## src/sv/apl_pkg.sv

```systemverilog
package apl_pkg;

    localparam int unsigned LayerCountDefault = 32;
    localparam int unsigned LayerWidth        = 5;
    localparam int unsigned MsWidth           = 15;
    localparam int unsigned MoveWidth         = 16;
    localparam int unsigned CfgIndexWidth     = 2;

    localparam logic [MsWidth-1:0] HoldResetMs = MsWidth'(600);
    localparam logic [MsWidth-1:0] MsMax       = '1;

    typedef enum logic [2:0] {
        REQ_TICK   = 3'd0,
        REQ_MOTION = 3'd1,
        REQ_KEY    = 3'd2,
        REQ_POS    = 3'd3,
        REQ_REPORT = 3'd4,
        REQ_KEEP   = 3'd5
    } req_type_t;

    typedef enum logic [1:0] {
        EV_NONE       = 2'd0,
        EV_ACTIVATE   = 2'd1,
        EV_DEACTIVATE = 2'd2
    } layer_event_t;

    typedef enum logic [CfgIndexWidth-1:0] {
        CFG_TARGET_LAYER = 2'd0,
        CFG_IDLE_THRESH  = 2'd1,
        CFG_HOLD_TIME    = 2'd2
    } cfg_index_t;

    typedef struct packed {
        logic [2:0]                  req_type;
        logic signed [MoveWidth-1:0] move_value;
        logic                        key_pressed;
        logic                        is_transparent;
        logic                        layer_still_on;
        logic                        keep_flag;
    } item_t;

    typedef struct packed {
        logic                  layer_on;
        logic [1:0]            layer_event;
        logic [LayerWidth-1:0] layer_index;
    } result_t;

endpackage

```

## src/sv/auto_pointer_layer_controller_unit.sv

```systemverilog
// Pipeline: each item is held in the input register and its result in the result register.
// Throughput: one item per cycle; the input stage advances whenever the result register
// is empty or its result is transferred in the same cycle.
// Reset: asynchronous, active low; clears the layer, keep-on, idle and countdown state and
// the valid flags, and loads the registers with target 0, threshold 0 and hold time 600 ms.
module auto_pointer_layer_controller_unit #(
    parameter int unsigned LAYER_COUNT = apl_pkg::LayerCountDefault
) (
    input  logic                                clk,
    input  logic                                rst_n,
    input  logic                                item_valid,
    output logic                                item_ready,
    input  apl_pkg::item_t                      item,
    output logic                                result_valid,
    input  logic                                result_ready,
    output apl_pkg::result_t                    result,
    input  logic                                cfg_valid,
    output logic                                cfg_ready,
    input  logic [apl_pkg::CfgIndexWidth-1:0]   cfg_index,
    input  logic [apl_pkg::MsWidth-1:0]         cfg_data
);
    import apl_pkg::*;

    localparam int unsigned LastLayer = LAYER_COUNT - 1;

    logic [LayerWidth-1:0] target_layer_reg;
    logic [MsWidth-1:0]    idle_thresh_reg;
    logic [MsWidth-1:0]    hold_time_reg;

    logic                  layer_active_reg, layer_active_next;
    logic                  keep_on_reg, keep_on_next;
    logic [MsWidth-1:0]    idle_ms_reg, idle_ms_next;
    logic [MsWidth-1:0]    countdown_ms_reg, countdown_ms_next;
    logic                  countdown_armed_reg, countdown_armed_next;

    logic                  stage_valid_reg;
    item_t                 stage_reg;
    logic                  result_valid_reg;
    result_t               result_reg, result_next;

    logic                  advance;
    logic [LayerWidth-1:0] layer_index;

    assign advance      = stage_valid_reg && (!result_valid_reg || result_ready);
    assign item_ready   = !stage_valid_reg || advance;
    assign cfg_ready    = 1'b1;
    assign result_valid = result_valid_reg;
    assign result       = result_reg;

    always_ff @(posedge clk or negedge rst_n)
    begin
        if (!rst_n)
        begin
            target_layer_reg <= '0;
            idle_thresh_reg  <= '0;
            hold_time_reg    <= HoldResetMs;
        end
        else if (cfg_valid && cfg_ready)
        begin
            case (cfg_index)
                CFG_TARGET_LAYER: target_layer_reg <= cfg_data[LayerWidth-1:0];
                CFG_IDLE_THRESH:  idle_thresh_reg  <= cfg_data;
                CFG_HOLD_TIME:    hold_time_reg    <= cfg_data;
                default:          ;
            endcase
        end
    end

    always_ff @(posedge clk or negedge rst_n)
    begin
        if (!rst_n)
        begin
            stage_valid_reg <= 1'b0;
        end
        else if (item_ready)
        begin
            stage_valid_reg <= item_valid;
        end
    end

    always_ff @(posedge clk)
    begin
        if (item_valid && item_ready)
        begin
            stage_reg <= item;
        end
    end

    always_comb
    begin
        if (32'(target_layer_reg) > LastLayer)
        begin
            layer_index = LayerWidth'(LastLayer);
        end
        else
        begin
            layer_index = target_layer_reg;
        end
    end

    always_comb
    begin
        logic [MsWidth-1:0] count_dec;
        logic [1:0]         ev;

        layer_active_next    = layer_active_reg;
        keep_on_next         = keep_on_reg;
        idle_ms_next         = idle_ms_reg;
        countdown_ms_next    = countdown_ms_reg;
        countdown_armed_next = countdown_armed_reg;
        ev                   = EV_NONE;
        count_dec            = countdown_ms_reg;

        case (stage_reg.req_type)
            REQ_TICK:
            begin
                if (idle_ms_reg != MsMax)
                begin
                    idle_ms_next = idle_ms_reg + 1'b1;
                end
                if (countdown_armed_reg)
                begin
                    if (countdown_ms_reg != '0)
                    begin
                        count_dec = countdown_ms_reg - 1'b1;
                    end
                    countdown_ms_next = count_dec;
                    if (count_dec == '0)
                    begin
                        countdown_armed_next = 1'b0;
                        if (!keep_on_reg && layer_active_reg)
                        begin
                            layer_active_next = 1'b0;
                            ev                = EV_DEACTIVATE;
                        end
                    end
                end
            end
            REQ_MOTION:
            begin
                if (stage_reg.move_value != '0)
                begin
                    if (!layer_active_reg && idle_ms_reg >= idle_thresh_reg)
                    begin
                        layer_active_next = 1'b1;
                        ev                = EV_ACTIVATE;
                    end
                    if (layer_active_next && hold_time_reg != '0)
                    begin
                        countdown_ms_next    = hold_time_reg;
                        countdown_armed_next = 1'b1;
                    end
                end
            end
            REQ_KEY:
            begin
                if (stage_reg.key_pressed)
                begin
                    idle_ms_next = '0;
                end
            end
            REQ_POS:
            begin
                if (stage_reg.key_pressed && layer_active_reg && stage_reg.is_transparent)
                begin
                    layer_active_next    = 1'b0;
                    ev                   = EV_DEACTIVATE;
                    countdown_ms_next    = '0;
                    countdown_armed_next = 1'b0;
                end
            end
            REQ_REPORT:
            begin
                if (!stage_reg.layer_still_on && layer_active_reg)
                begin
                    layer_active_next    = 1'b0;
                    countdown_ms_next    = '0;
                    countdown_armed_next = 1'b0;
                end
            end
            REQ_KEEP:
            begin
                keep_on_next = stage_reg.keep_flag;
                if (stage_reg.keep_flag)
                begin
                    countdown_ms_next    = '0;
                    countdown_armed_next = 1'b0;
                end
                else if (layer_active_reg && hold_time_reg != '0)
                begin
                    countdown_ms_next    = hold_time_reg;
                    countdown_armed_next = 1'b1;
                end
            end
            default:
            begin
            end
        endcase

        result_next.layer_on    = layer_active_next;
        result_next.layer_event = ev;
        result_next.layer_index = layer_index;
    end

    always_ff @(posedge clk or negedge rst_n)
    begin
        if (!rst_n)
        begin
            layer_active_reg    <= 1'b0;
            keep_on_reg         <= 1'b0;
            idle_ms_reg         <= '0;
            countdown_ms_reg    <= '0;
            countdown_armed_reg <= 1'b0;
        end
        else if (advance)
        begin
            layer_active_reg    <= layer_active_next;
            keep_on_reg         <= keep_on_next;
            idle_ms_reg         <= idle_ms_next;
            countdown_ms_reg    <= countdown_ms_next;
            countdown_armed_reg <= countdown_armed_next;
        end
    end

    always_ff @(posedge clk or negedge rst_n)
    begin
        if (!rst_n)
        begin
            result_valid_reg <= 1'b0;
        end
        else if (advance)
        begin
            result_valid_reg <= 1'b1;
        end
        else if (result_ready)
        begin
            result_valid_reg <= 1'b0;
        end
    end

    always_ff @(posedge clk)
    begin
        if (advance)
        begin
            result_reg <= result_next;
        end
    end

    // The layer only switches on through a motion item that reports the activation.
    assert property (@(posedge clk) disable iff (!rst_n)
        $rose(layer_active_reg) |-> result_valid_reg && result_reg.layer_event == EV_ACTIVATE)
        else $error("layer switched on without an activate result");

    // Switching off reports a deactivation or, for an outside report, no event.
    assert property (@(posedge clk) disable iff (!rst_n)
        $fell(layer_active_reg) |-> result_valid_reg &&
            (result_reg.layer_event == EV_DEACTIVATE || result_reg.layer_event == EV_NONE))
        else $error("layer switched off with an activate result");

    // An armed countdown never sits at zero.
    assert property (@(posedge clk) disable iff (!rst_n)
        countdown_armed_reg |-> countdown_ms_reg != '0)
        else $error("countdown armed at zero");

    // A pending result agrees with the layer state it was taken from.
    assert property (@(posedge clk) disable iff (!rst_n)
        result_valid_reg |-> result_reg.layer_on == layer_active_reg)
        else $error("pending result disagrees with the layer state");

endmodule
```

## config.mk

```make
export PLATFORM = sky130hd
export DESIGN_NAME = auto_pointer_layer_controller_unit
export DESIGN_NICKNAME = d
export VERILOG_FILES = /design/src/sv/apl_pkg.sv /design/src/sv/auto_pointer_layer_controller_unit.sv
export SDC_FILE = /design/constraint.sdc
export NUM_CORES = 1
export LEC_CHECK = 0
export ABC_AREA = 1
export CAP_MARGIN = 5
export CORE_ASPECT_RATIO = 1.1
export CORE_MARGIN = 2
export CORE_UTILIZATION = 45
export CTS_CLUSTER_DIAMETER = 200
export DETAILED_ROUTE_END_ITERATION = 10
export DONT_BUFFER_PORTS = 1
export MAX_ROUTING_LAYER = met4
export PLACE_DENSITY = 0.72
export SYNTH_ARGS = -nofsm -noshare
export SYNTH_HDL_FRONTEND = slang
export SYNTH_SLANG_ARGS = --single-unit
```

## constraint.sdc

```tcl
create_clock -name clk -period 1.96 [get_ports clk]
set_clock_uncertainty 0.15 [all_clocks]
set_input_delay 0.098 -clock clk [delete_from_list [all_inputs] [get_ports clk]]
set_output_delay 0.098 -clock clk [all_outputs]
set_load 0.01 [all_outputs]
```

* Word level (Yosys, flattened, before mapping)
Cells that the tools add are included.
Storage, ports and cells: register bits after elaboration 101, bits of input ports 45, logic and storage cells 112
Operators by class: add/sub/neg operators 2, magnitude comparators 1, equality and inequality tests 16, multiplexer cells 42, reduce and logical (&&, ||, !) cells 32
Operators with widths (count):
- 15-bit 2-to-1 mux | 12
- 15-bit case mux with 5 select lines | 1
- 15-bit case mux with 2 select lines | 1
- 15-bit nonzero test | 2
- 1-bit 2-to-1 mux | 21
- 16-bit nonzero test | 1
- 15-bit by 1-bit adder with 15-bit output (second input constant) | 1
- 15-bit greater-or-equal comparator | 1
- 15-bit zero test | 1
- 15-bit != test (second input constant) | 1
- 15-bit by 1-bit subtractor with 15-bit output (second input constant) | 1
- 2-bit != test (second input constant) | 7
- 1-bit logical AND | 9
- 2-bit 2-to-1 mux | 4
- 2-bit AND reduction | 4
- 8-bit AND reduction | 1
- 7-bit AND reduction | 1
- 3-bit by 2-bit == test with 1-bit output (second input constant) | 2
- 3-bit == test (second input constant) | 2
- 2-bit case mux with 3 select lines | 1
- 1-bit zero test | 5
- 1-bit case mux with 5 select lines | 1
- 5-bit nonzero test | 1
- 1-bit case mux with 4 select lines | 1
- 9 further kinds | 11

* Depth between registers and ports, before layout
Gate-level depths: netlist of the first run.
depth after elaboration 9, gate-level depth with buffers 16, depth with buffers taken out 15

* Worst setup path after synthesis of the first run
Ideal clock, no wire load.
path type register to register, start register countdown_ms_reg[0], end register result_reg (netlist bit result[7]), data pin, data arrival time 1.671 ns, path slack -0.129 ns, stages on the path, launching flop included 13, buffers on the path 1, period minus slack after synthesis 2.089 ns, cells stage by stage dfrtp_1 inv_1 ha_1 nand3_2 nor2_4 nand2_2 buf_6 nand2_1 nand3_1 nor2_1 nand4_1 nand2_1 nand3_2
Between the ends: cells in the longest elaborated chain, start to end 8
Ends and longest elaborated chain:
- start: declaration | line auto_pointer_layer_controller_unit.sv:33 | logic [MsWidth-1:0] countdown_ms_reg, countdown_ms_next;
- start signal: assignment | line auto_pointer_layer_controller_unit.sv:220 | countdown_ms_reg <= countdown_ms_next;
- 15-bit by 1-bit subtractor with 15-bit output / 15-bit nonzero test (equally long branches) | line auto_pointer_layer_controller_unit.sv:125, auto_pointer_layer_controller_unit.sv:123
- 15-bit 2-to-1 mux (*) | line auto_pointer_layer_controller_unit.sv:123 | if (countdown_ms_reg != '0)
- 15-bit 2-to-1 mux (*) | line auto_pointer_layer_controller_unit.sv:121 | if (countdown_armed_reg)
- 15-bit 2-to-1 mux (*) | line auto_pointer_layer_controller_unit.sv:114 | case (stage_reg.req_type)
- 15-bit zero test (*) | line auto_pointer_layer_controller_unit.sv:128 | if (count_dec == '0)
- 1-bit 2-to-1 mux (*) | line auto_pointer_layer_controller_unit.sv:128
- 1-bit 2-to-1 mux (*) | line auto_pointer_layer_controller_unit.sv:121
- 1-bit case mux with 4 select lines (*) | line auto_pointer_layer_controller_unit.sv:114
- net layer_active_next | line auto_pointer_layer_controller_unit.sv:30 | logic layer_active_reg, layer_active_next;
- end signal: assignment | line auto_pointer_layer_controller_unit.sv:245 | result_reg <= result_next;
- end: declaration | line auto_pointer_layer_controller_unit.sv:39 | result_t result_reg, result_next;
Mark *: on every way through the listed nets, which the timed path passes. The rest lies on a longest branch. The select of a mux whose other input is x is not followed. A chain may end at the register's enable or synchronous reset.

* Final worst setup path of the first run
start register idle_ms_reg[8], end register countdown_ms_reg[6]
Between the ends: cells in the longest elaborated chain, start to end 8
Ends and longest elaborated chain:
- start: declaration | line auto_pointer_layer_controller_unit.sv:32 | logic [MsWidth-1:0] idle_ms_reg, idle_ms_next;
- start signal: assignment | line auto_pointer_layer_controller_unit.sv:219 | idle_ms_reg <= idle_ms_next;
- 15-bit greater-or-equal comparator | line auto_pointer_layer_controller_unit.sv:143 | if (!layer_active_reg && idle_ms_reg >= idle_thresh_reg)
- 1-bit logical AND | line auto_pointer_layer_controller_unit.sv:143
- 1-bit 2-to-1 mux | line auto_pointer_layer_controller_unit.sv:143
- 1-bit 2-to-1 mux | line auto_pointer_layer_controller_unit.sv:141 | if (stage_reg.move_value != '0)
- 1-bit 2-to-1 mux | line auto_pointer_layer_controller_unit.sv:114
- 1-bit logical AND | line auto_pointer_layer_controller_unit.sv:148 | if (layer_active_next && hold_time_reg != '0)
- 2-bit != test (no source line)
- 8-bit AND reduction (no source line)
No other way between the ends. The select of a mux whose other input is x is not followed.

==> results.ini, run 1 <==
[synthesis]
synth.top_cells.by_area=dfrtp_1 (31%), edfxtp_1 (18%), nand2_1 (11%), o21ai_0 (8.0%), inv_1 (5.5%)
synth_top_area_share_pct=31.2
synthSimpleGateAreaFrac_pct=24.3
synthAdderAreaFrac_pct=4.02
avgSynthCellArea_um2=8.49
yosys_register_bits=101
synth-edff-count=31
synth-xor-area-share_pct=0.662
synthArstFlopShare_pct=69.3
synth_top_family_by_area=simple AND/OR/NAND/NOR gates
syn_inst=623
synth.mux.area_fraction_pct=0
synth_nets=685
yosysTopAreaCell=dfrtp_1
synth.distinct_cells=46
yosysSeqAreaShare_pct=50.8
syn_area_um2=5290
synth-compound-area-share_pct=12.2
ys.flop_type=dfrtp_1
yosysWarnings=0

[setup_path]
cp_slowest_cell=dfrtp_1
cp_max_fo=8
worstSetupPathType=flop to flop
worstPathArrival_ns=2.32
cp_slowest_stage_delay_ns=0.40
critPathBufInv=2
path_cells=ha_1 -> a21oi_1 -> o21ai_1 -> a21oi_2 -> nand3_2 -> o21ai_1 -> nand2_1 -> nand2_2 -> inv_8 -> buf_12 -> nand3_2 -> nand2_1
cp.required_ns=2.06
critical-path-top-delay-family=compound AO/OA/AOI/OAI gates
start_kind=flop
end_kind=flop

[layout]
antenna_cells=0
drive_above_1_share_pct=35.2
fin_area_um2=7660
largest_register_ff_count=23
fill_cells=857
final_nets=839
stdcell_count=932
regArea_um2=2690
area_growth_pct=44.7
final_util_pct=66.6
multi_input_area_um2=2720

[global_routing]
grt_pass1_vias=5002
grtUsageTotal_pct=25.3
grt_pass1_wl_um=24000
grt_max_degree=71
overflow=0
antenna_found_initial=0

[clock_network]
clock_sinks=101
root_buffer=clkbuf_16
clk_latency_ns=0.36
cts_tree=built
ctsHtreeMaxLevel=3
clk_pin_slew_ns=0.08
clockBufferDepth=2
numCtsBuffers=9

[placement]
port_buffers=0
dpl-instance-area_um2=6110
dp_cells=847
gp_congestion=0.928
hpwlAfterDp_um=9630

[status]
status=finished, violations left
violations=setup timing

[job]
drv_cap=0

[floorplanning]
dieArea_um2=12600
core-area_um2=11500
die_x_um=107
ios=56
rows=41
initial_core_util_pct=46.0
die_h_um=118

[timing]
fmax_ghz=0.450
tns_ns=-5.89
rsz0062_at_grt=true
fin_crit_sh_pct=113
fin_crit_ns=2.22
maxSlewViolCount=0
setup_viol=29
finalWorstSetupSlack_ns=-0.263
hold_viol=0

[drt]
route.detailed.drc=0
drtAntennaViolNets=0
drtIter0Drc=314
dr.pass1.iters=5
viasPerCell=5.35
wl_per_cell_um=17.0
routed_wl_um=15800
vias=4983

[pwr]
vdd_drop_max_mv=0.710
leakagePower_nw=3.55
report.power.total_mw=9.94
powerDensity_nw_per_um2=1300

[hold_path]
hp-class=input pin to flop

-- worst min-delay path, cell delays in order --
cell and delay [ns]:
nand3_1 0.07, buf_4 0.23, nand2_1 0.07, o21ai_0 0.07
-- cell usage in the layout, fill, tap and decap left out, drive strengths merged, types with 2 or more instances in the layout --
cell | netlist | final
nand3 | 32 | 32
clkinv | 1 | 4
nor2 | 57 | 57
nand2 | 161 | 162
a21oi | 20 | 20
xor2 | 2 | 2
edfxtp | 31 | 31
nor3 | 15 | 15
dfrtp | 66 | 66
dlygate4sd3 | 0 | 42
buf | 4 | 115
xnor2 | 2 | 2
o21ai | 88 | 88
nand4 | 6 | 6
nor4 | 5 | 5
clkbuf | 11 | 9
ha | 17 | 17
dfstp | 4 | 4
inv | 84 | 87
o21a | 4 | 4
nand3b | 3 | 3
-- final cells by class --
class	instances	area share, %
clock buffer	9	2.94
clock inverter	7	1.21
inverter	85	4.53
multi-input combinational	423	35.5
sequential	101	35.1
tap	150	2.45
timing repair buffer	157	18.2
-- metrics by stage --
stage,setup slack (ns),hold slack [ns]
after global routing,-0.381,0.0717
after CTS,-0.187,0.0209
after detailed placement,-0.317,-0.346
after floorplan,-0.00783,-0.348
after global placement,-0.267,-0.346
final,-0.263,0.0483
-- cell usage after synthesis (4+ instances only) --
library cell / count
a21oi_1: 19
clkbuf_1: 10
dfrtp_1: 66
dfstp_2: 4
edfxtp_1: 31
ha_1: 17
inv_1: 77
inv_2: 6
nand2_1: 155
nand2_2: 5
nand3_1: 30
nand4_1: 6
nor2_1: 49
nor2_2: 6
nor3_1: 9
nor4_1: 5
o21a_1: 4
o21ai_0: 85
-- logic make-up after synthesis --
family / count (synthesis)
AND/OR/NAND/NOR: 281
AO/OA/AOI/OAI: 119
other: 1
adder cells (fa/ha/maj): 17
XOR/XNOR: 4
buffers and inverters: 100
flip-flops: 101
-- worst paths after layout --
path	from	endpoint	slack, ns	cells after the start
min	cfg_index[1]	hold_time_reg[6]$_DFFE_PN1P_	0.05	4
min reg2reg	layer_index[4]$_DFFE_PN0P_	result[4]$_DFFE_PP_	0.32	0
min in group asynchronous	rst_n	stage_valid_reg$_DFFE_PN0N_	0.13	2
max	idle_ms_reg[8]$_DFFE_PN0P_	countdown_ms_reg[6]$_DFFE_PN0P_	-0.26	12
max in group asynchronous	rst_n	hold_time_reg[3]$_DFFE_PN1P_	1.17	2
max reg2reg	idle_ms_reg[8]$_DFFE_PN0P_	countdown_ms_reg[6]$_DFFE_PN0P_	-0.26	12
-- what timing repair did --
action,in CTS,in global routing
hold buffers,43,0
endpoints found under the setup margin,32,35
endpoints found under the hold margin,131,0
gates cloned,1,0
gates resized for setup,51,106
setup buffers,11,19
pin swaps,22,43
-- layer usage --
layer  global-route usage, %  up-vias  routed length (µm)
li1                        -     2356                   -
met1                    29.3     2391                6150
met4                    11.5        0                 662
met5                       -        -                   0
met2                    42.1      177                8320
met3                    5.26       59                 705
-- power breakdown --
group / internal (mW) / switching (mW) / total (mW)
logic: 2.32 / 2.72 / 5.03
registers: 2.63 / 0.345 / 2.98
clock network: 1.03 / 0.901 / 1.93
total: 5.98 / 3.96 / 9.94
(Power assumes the default switching activity.)
==> inputs of run 2 (changes only) <==
--- a/config.mk
+++ b/config.mk
@@ -7,7 +7,7 @@
 export LEC_CHECK = 0
 export ABC_AREA = 1
 export CAP_MARGIN = 5
-export CORE_ASPECT_RATIO = 1.1
+export CORE_ASPECT_RATIO = 0.6
 export CORE_MARGIN = 2
 export CORE_UTILIZATION = 45
 export CTS_CLUSTER_DIAMETER = 200
==> results.ini, run 2 (synthesized netlist as in run 1, its figures left out) <==
[status]
status=finished, violations left
violations=setup timing

[setup_path]
cp_max_fo=17
r2r_slack_ns=-0.33
r2r-start=idle_ms_reg[4]$_DFFE_PN0P_
path_cells=ha_4 -> nand4_1 -> inv_1 -> nand2_1 -> o211ai_1 -> nand2_1 -> nand3_2 -> o21ai_1 -> nand2_1 -> nand2_2 -> clkinv_4 -> nand2_8 -> nand2_1 -> o21ai_0
worstPathArrival_ns=2.38
cp.required_ns=2.05
start_kind=flop
end_kind=flop
r2r_cells=14
cp_slowest_cell=dfrtp_1
r2r-end=countdown_ms_reg[1]$_DFFE_PN0P_
worstSetupPathType=flop to flop
cp_slowest_stage_delay_ns=0.44
cpMostUsedCell=nand2_1

[floorplanning]
initial_core_util_pct=46.5
rows=30
core-area_um2=11400
ios=56
die_h_um=88.0
die_x_um=144
dieArea_um2=12700

[global_routing]
grtUsageTotal_pct=25.2
grtUsageMet2_pct=38.4
overflow=0
grt_pass1_vias=4736
grt_max_degree=71
top_usage_layer=met2
grt_pass1_wl_um=23500
antenna_found_initial=1
grtUsageMet1_pct=33.9
gr-usage-met3_pct=7.71

[layout]
layout_commonest_cell=nand2_1
area_growth_pct=43.1
final_util_pct=66.6
largest_register_ff_count=23
final_nets=826
drive_above_1_share_pct=34.6
final_cell_mix=nand2_1 (123), buf_4 (86), o21ai_0 (72), inv_1 (69), dfrtp_1 (64)

[drt]
routed_wl_um=15800
drtIter0Drc=434
route.detailed.drc=0
drtAntennaViolNets=0
dr.pass1.iters=5
vias=4988
wl_per_cell_um=17.0
viasPerCell=5.36

[timing]
rsz0062_at_grt=true
fin_crit_ns=2.29
finalWorstSetupSlack_ns=-0.332
maxSlewViolCount=0
fmax_ghz=0.436
setup_viol=35
hold_viol=0
tns_ns=-7.78
fin_crit_sh_pct=117

[pwr]
p_sw_share_pct=40.8
powerDensity_nw_per_um2=1310
seqPwrFrac_pct=30.3
leakagePower_nw=3.52
p_sw_mw=4.04
clkPwrFrac_pct=18.4
p_int_mw=5.86
vdd_drop_max_mv=0.858
pwr-share-comb_pct=51.3

[placement]
gp_congestion=0.954
hpwlAfterDp_um=10300
pre_cts_slack_ns=-0.351
port_buffers=0

[hold_path]
min_path_cells=3
hp-class=input pin to flop
hold_path_end=layer_index[0]$_DFFE_PN0P_
hold_path_startpoint=cfg_index[1]

[clock_network]
root_buffer=clkbuf_16
numCtsBuffers=9
clk_latency_ns=0.35
clock_sinks=101
clk_pin_slew_ns=0.07
cts_tree=built
ctsHtreeMaxLevel=3
clockBufferDepth=2

[job]
drv_cap=0

[run 2: cell types whose count changed in the layout (fill, tap and decap cells not counted), sizes merged]
cell / delta
clkinv: +1
buf: -13
nand2: -1
dlygate4sd3: +1
inv: -1
diode: +1
[run 2: worst max path at each step]
stage | end | slack (ns) | cells after the start | from
after global routing | countdown_ms_reg[1]$_DFFE_PN0P_ | -0.42 | 14 | idle_ms_reg[4]$_DFFE_PN0P_
after floorplan | idle_ms_reg[13]$_DFFE_PN0P_ | -0.008 | 10 | result_valid$_DFFE_PN0P_
after CTS | result[7]$_DFFE_PP_ | -0.27 | 13 | countdown_ms_reg[1]$_DFFE_PN0P_
final | countdown_ms_reg[1]$_DFFE_PN0P_ | -0.33 | 14 | idle_ms_reg[4]$_DFFE_PN0P_
after detailed placement | result[7]$_DFFE_PP_ | -0.35 | 12 | countdown_ms_reg[8]$_DFFE_PN0P_
after global placement | result[7]$_DFFE_PP_ | -0.36 | 12 | countdown_ms_reg[6]$_DFFE_PN0P_
[run 2: area by class of cell]
cell class,count,area [µm²]
timing repair buffer,145,1300
clock inverter,7,71.3
fill,820,3800
clock buffer,9,225
antenna,1,2.50
multi-input combinational,422,2750
tap,160,200
inverter,85,335
sequential,101,2690
[run 2: routing by layer]
metal  wire length, µm  vias up  part of all wire [%]
li1                  -     2334                     -
met1              6820     2401                    43
met2              7480      223                    47
met3              1270       30                   8.1
met4               227        0                   1.4
met5                 0        -                     0
[run 2: worst max-delay path, delay by kind of cell (launching register included)]
family,cells,cell delay [ns]
fa+ha+maj,1,0.30
compound gates,3,0.31
simple gates,8,0.81
flops,1,0.44
buf+inv,2,0.17
[run 2: per-stage QoR]
step / hold WS (ns) / cells / area [µm²] / power, mW
2_1_floorplan: -0.348 / 623 / 5320 / 5.07
3_3_place_gp: -0.346 / 851 / 6080 / 6.53
3_5_place_dp: -0.346 / 851 / 6080 / 6.69
4_1_cts: 0.0174 / 919 / 7150 / 9.06
5_1_grt: 0.0845 / 930 / 7570 / 10.5
6_report: 0.0211 / 930 / 7570 / 9.90
[run 2: timing repair]
action	CTS	global route
pin swaps	32	30
endpoints found under the hold margin	130	0
gates resized for setup	62	97
buffers inserted	10	12
hold buffers	44	0
setup endpoints to repair	32	35
[run 2: power by group through the flow]
stage | Sequential [mW] | Combinational, mW | Clock (mW)
floorplan | 2.96 | 2.10 | 0
global placement | 2.95 | 3.57 | 0
detailed placement | 2.97 | 3.72 | 0
CTS | 2.95 | 4.28 | 1.82
global route | 3.04 | 5.54 | 1.93
finish | 3.00 | 5.08 | 1.82
==> inputs of run 3 (changes only) <==
--- a/config.mk
+++ b/config.mk
@@ -5,7 +5,7 @@
 export SDC_FILE = /design/constraint.sdc
 export NUM_CORES = 1
 export LEC_CHECK = 0
-export ABC_AREA = 1
+export ABC_AREA = 0
 export CAP_MARGIN = 5
 export CORE_ASPECT_RATIO = 0.6
 export CORE_MARGIN = 2
@@ -14,7 +14,7 @@
 export DETAILED_ROUTE_END_ITERATION = 10
 export DONT_BUFFER_PORTS = 1
 export MAX_ROUTING_LAYER = met4
-export PLACE_DENSITY = 0.72
+export PLACE_DENSITY = 0.7
 export SYNTH_ARGS = -nofsm -noshare
 export SYNTH_HDL_FRONTEND = slang
 export SYNTH_SLANG_ARGS = --single-unit
==> constraint.sdc (replaced) <==
create_clock -name clk -period 2.1 [get_ports clk]
set_clock_uncertainty 0.15 [all_clocks]
set_input_delay 0.105 -clock clk [delete_from_list [all_inputs] [get_ports clk]]
set_output_delay 0.105 -clock clk [all_outputs]
set_load 0.01 [all_outputs]
==> results.ini, run 3 <==
[status]
status=finished, violations left
violations=setup timing

[timing]
tns_ns=-6.69
fin_crit_ns=3.04
hold_viol=0
tightest_slew_ns=0.867
finalWorstSetupSlack_ns=-0.939
fmax_ghz=0.329
rsz0062_at_grt=true
relSlewSlack_pct=42.1
setup_viol=19
fin_crit_sh_pct=145
maxSlewViolCount=0

[clock_network]
clockBufferDepth=2
root_buffer=clkbuf_16
clk_latency_ns=0.34
clock_sinks=101
cts_tree=built
clk_pin_slew_ns=0.07
numCtsBuffers=9
ctsHtreeMaxLevel=3

[drt]
drtIter0Drc=396
wl_met3_um=1240
route.detailed.drc=0
drt-met1-wl_um=6800
wl_per_cell_um=19.2
vias=4289
top_layer_used=met4
viasPerCell=5.70
dr.pass1.iters=5
met2WireLength_um=6340
drtAntennaViolNets=0
routed_wl_um=14500

[synthesis]
syn_inst=465
yosys_register_bits=101
synth_nets=527
synthArstFlopShare_pct=69.3
synth_most_common_cell=dfrtp_1
yosysWarnings=0
synth-edff-count=31
synth.distinct_cells=46
avgSynthCellArea_um2=10.7
synthTopCellsByCount=dfrtp_1 (66), mux2_2 (36), a21oi_1 (33), nor2_1 (33)
syn_area_um2=4990
synth_top_area_share_pct=33.1
synth.top_cells.by_area=dfrtp_1 (33%), edfxtp_1 (19%), mux2_2 (8.1%), ha_1 (4.3%), a21oi_1 (3.3%)
yosysTopAreaCell=dfrtp_1
ys.flop_type=dfrtp_1
yosysSeqAreaShare_pct=53.8

[placement]
gp_congestion=0.954
hpwlAfterDp_um=10300
port_buffers=0
pre_cts_slack_ns=-0.973
dpl-instance-area_um2=5910
dp_cells=687

[setup_path]
cp.required_ns=2.14
critPathBufInv=0
cpMostUsedCell=or4_4
worstSetupPathType=flop to flop
worstPathArrival_ns=3.08
cp_slowest_stage_delay_ns=0.58
critical-path-top-delay-family=simple AND/OR/NAND/NOR gates
cp_slowest_cell=or4_4
start_kind=flop
path_cells=or4_4 -> or4_4 -> a21o_1 -> a2111oi_4 -> nand3b_1 -> or4_1 -> a21oi_1
end_kind=flop
cp_max_fo=2

[pwr]
vdd_drop_max_mv=0.566
p_int_mw=4.79
p_sw_share_pct=35.6
pwr-share-comb_pct=43.8
report.power.total_mw=7.44
p_sw_mw=2.64
seqPwrFrac_pct=35.1
powerDensity_nw_per_um2=1050
leakagePower_nw=2.96
clkPwrFrac_pct=21.1

[hold_path]
hp-class=input pin to flop

[layout]
antenna_cells=0
fin_area_um2=7060
drive_above_1_share_pct=37.6
final_cell_mix=buf_4 (99), dfrtp_1 (66), dlygate4sd3_1 (45), mux2_2 (37)
final_nets=671
area_growth_pct=41.5
stdcell_count=753
largest_register_ff_count=23
layout_commonest_cell=buf_4

[global_routing]
grt_pass1_wl_um=22700
overflow=0
grt_max_degree=71
grtUsageTotal_pct=25.3
grt_pass1_vias=4266
antenna_found_initial=0

[job]
drv_cap=0

[floorplanning]
core-area_um2=10700
initial_core_util_pct=46.8
die_h_um=85.6
dieArea_um2=12000
rows=29
ios=56
die_x_um=140

run 3: cell types whose count changed in the layout (fill, tap and decap cells not counted), moves of 15 or more:
cell	before	now
nor2_2	18	1
nand3_2	17	1
o21ai_0	72	9
nand2_2	29	2
o21ai_1	8	23
mux2_2	0	37
nand2_1	123	24
inv_1	69	23
run 3: power groups by stage:
stage,clock [mW],sequential (mW),combinational (mW)
4_1_cts,1.61,2.60,2.94
5_1_grt,1.70,2.65,3.49
3_5_place_dp,0,2.62,2.62
3_3_place_gp,0,2.61,2.59
2_1_floorplan,0,2.62,1.40
6_report,1.57,2.61,3.26
run 3: path summary, 6_finish.rpt:
| kind | from | end | slack [ns] | cells past startpoint |
|---|---|---|---|---|
| setup / recovery | countdown_ms_reg[5]$_DFFE_PN0P_ | result[6]$_DFFE_PP_ | -0.94 | 7 |
| hold / removal | cfg_valid | layer_index[0]$_DFFE_PN0P_ | 0.04 | 2 |
| setup reg to reg | countdown_ms_reg[5]$_DFFE_PN0P_ | result[6]$_DFFE_PP_ | -0.94 | 7 |
| hold reg to reg | layer_index[3]$_DFFE_PN0P_ | result[3]$_DFFE_PP_ | 0.30 | 0 |
| max in group asynchronous | rst_n | hold_time_reg[9]$_DFFE_PN1P_ | 1.32 | 2 |
| min in group asynchronous | rst_n | layer_index[2]$_DFFE_PN0P_ | 0.14 | 2 |
run 3: cell families (layout without fill, tap and decap cells):
logic type	Yosys count	after routing	share of synthesized area [%]
compound gates	122	122	14.9
buf+inv	45	194	3.76
fa+ha+maj	17	17	4.26
other cells	1	1	0.0751
flops	101	101	53.8
simple gates	141	141	14.6
mux	38	38	8.57
run 3: per-stage QoR:
step	utilization, %	hold WS (ns)
after global placement	55.4	-0.338
after global routing	66.2	0.0378
after floorplan	-	-0.341
final	66.2	0.0401
after CTS	64.6	0.0501
after detailed placement	55.4	-0.338
run 3: cell type report:
class / instances / area (µm²)
flip-flops and latches: 101 / 2690
inverters: 25 / 93.8
fillers: 833 / 3600
clock buffers: 9 / 225
multi-input cells: 319 / 2480
clock inverters: 7 / 53.8
repair buffers: 153 / 1350
well taps: 139 / 174
run 3: what timing repair did:
| action | CTS | global route |
|---|---|---|
| cloned | 1 | 0 |
| buffers inserted | 6 | 1 |
| hold buffers | 46 | 0 |
| setup endpoints to repair | 30 | 31 |
| hold endpoints to repair | 130 | 0 |
| pin swaps | 20 | 9 |
| gates resized for setup | 35 | 42 |
run 3: metal layers:
layer,vias to the layer above,GRT usage [%]
met3,13,8.43
met1,2123,35.9
li1,1991,-
met2,162,36.1
met5,-,-
met4,0,4.55
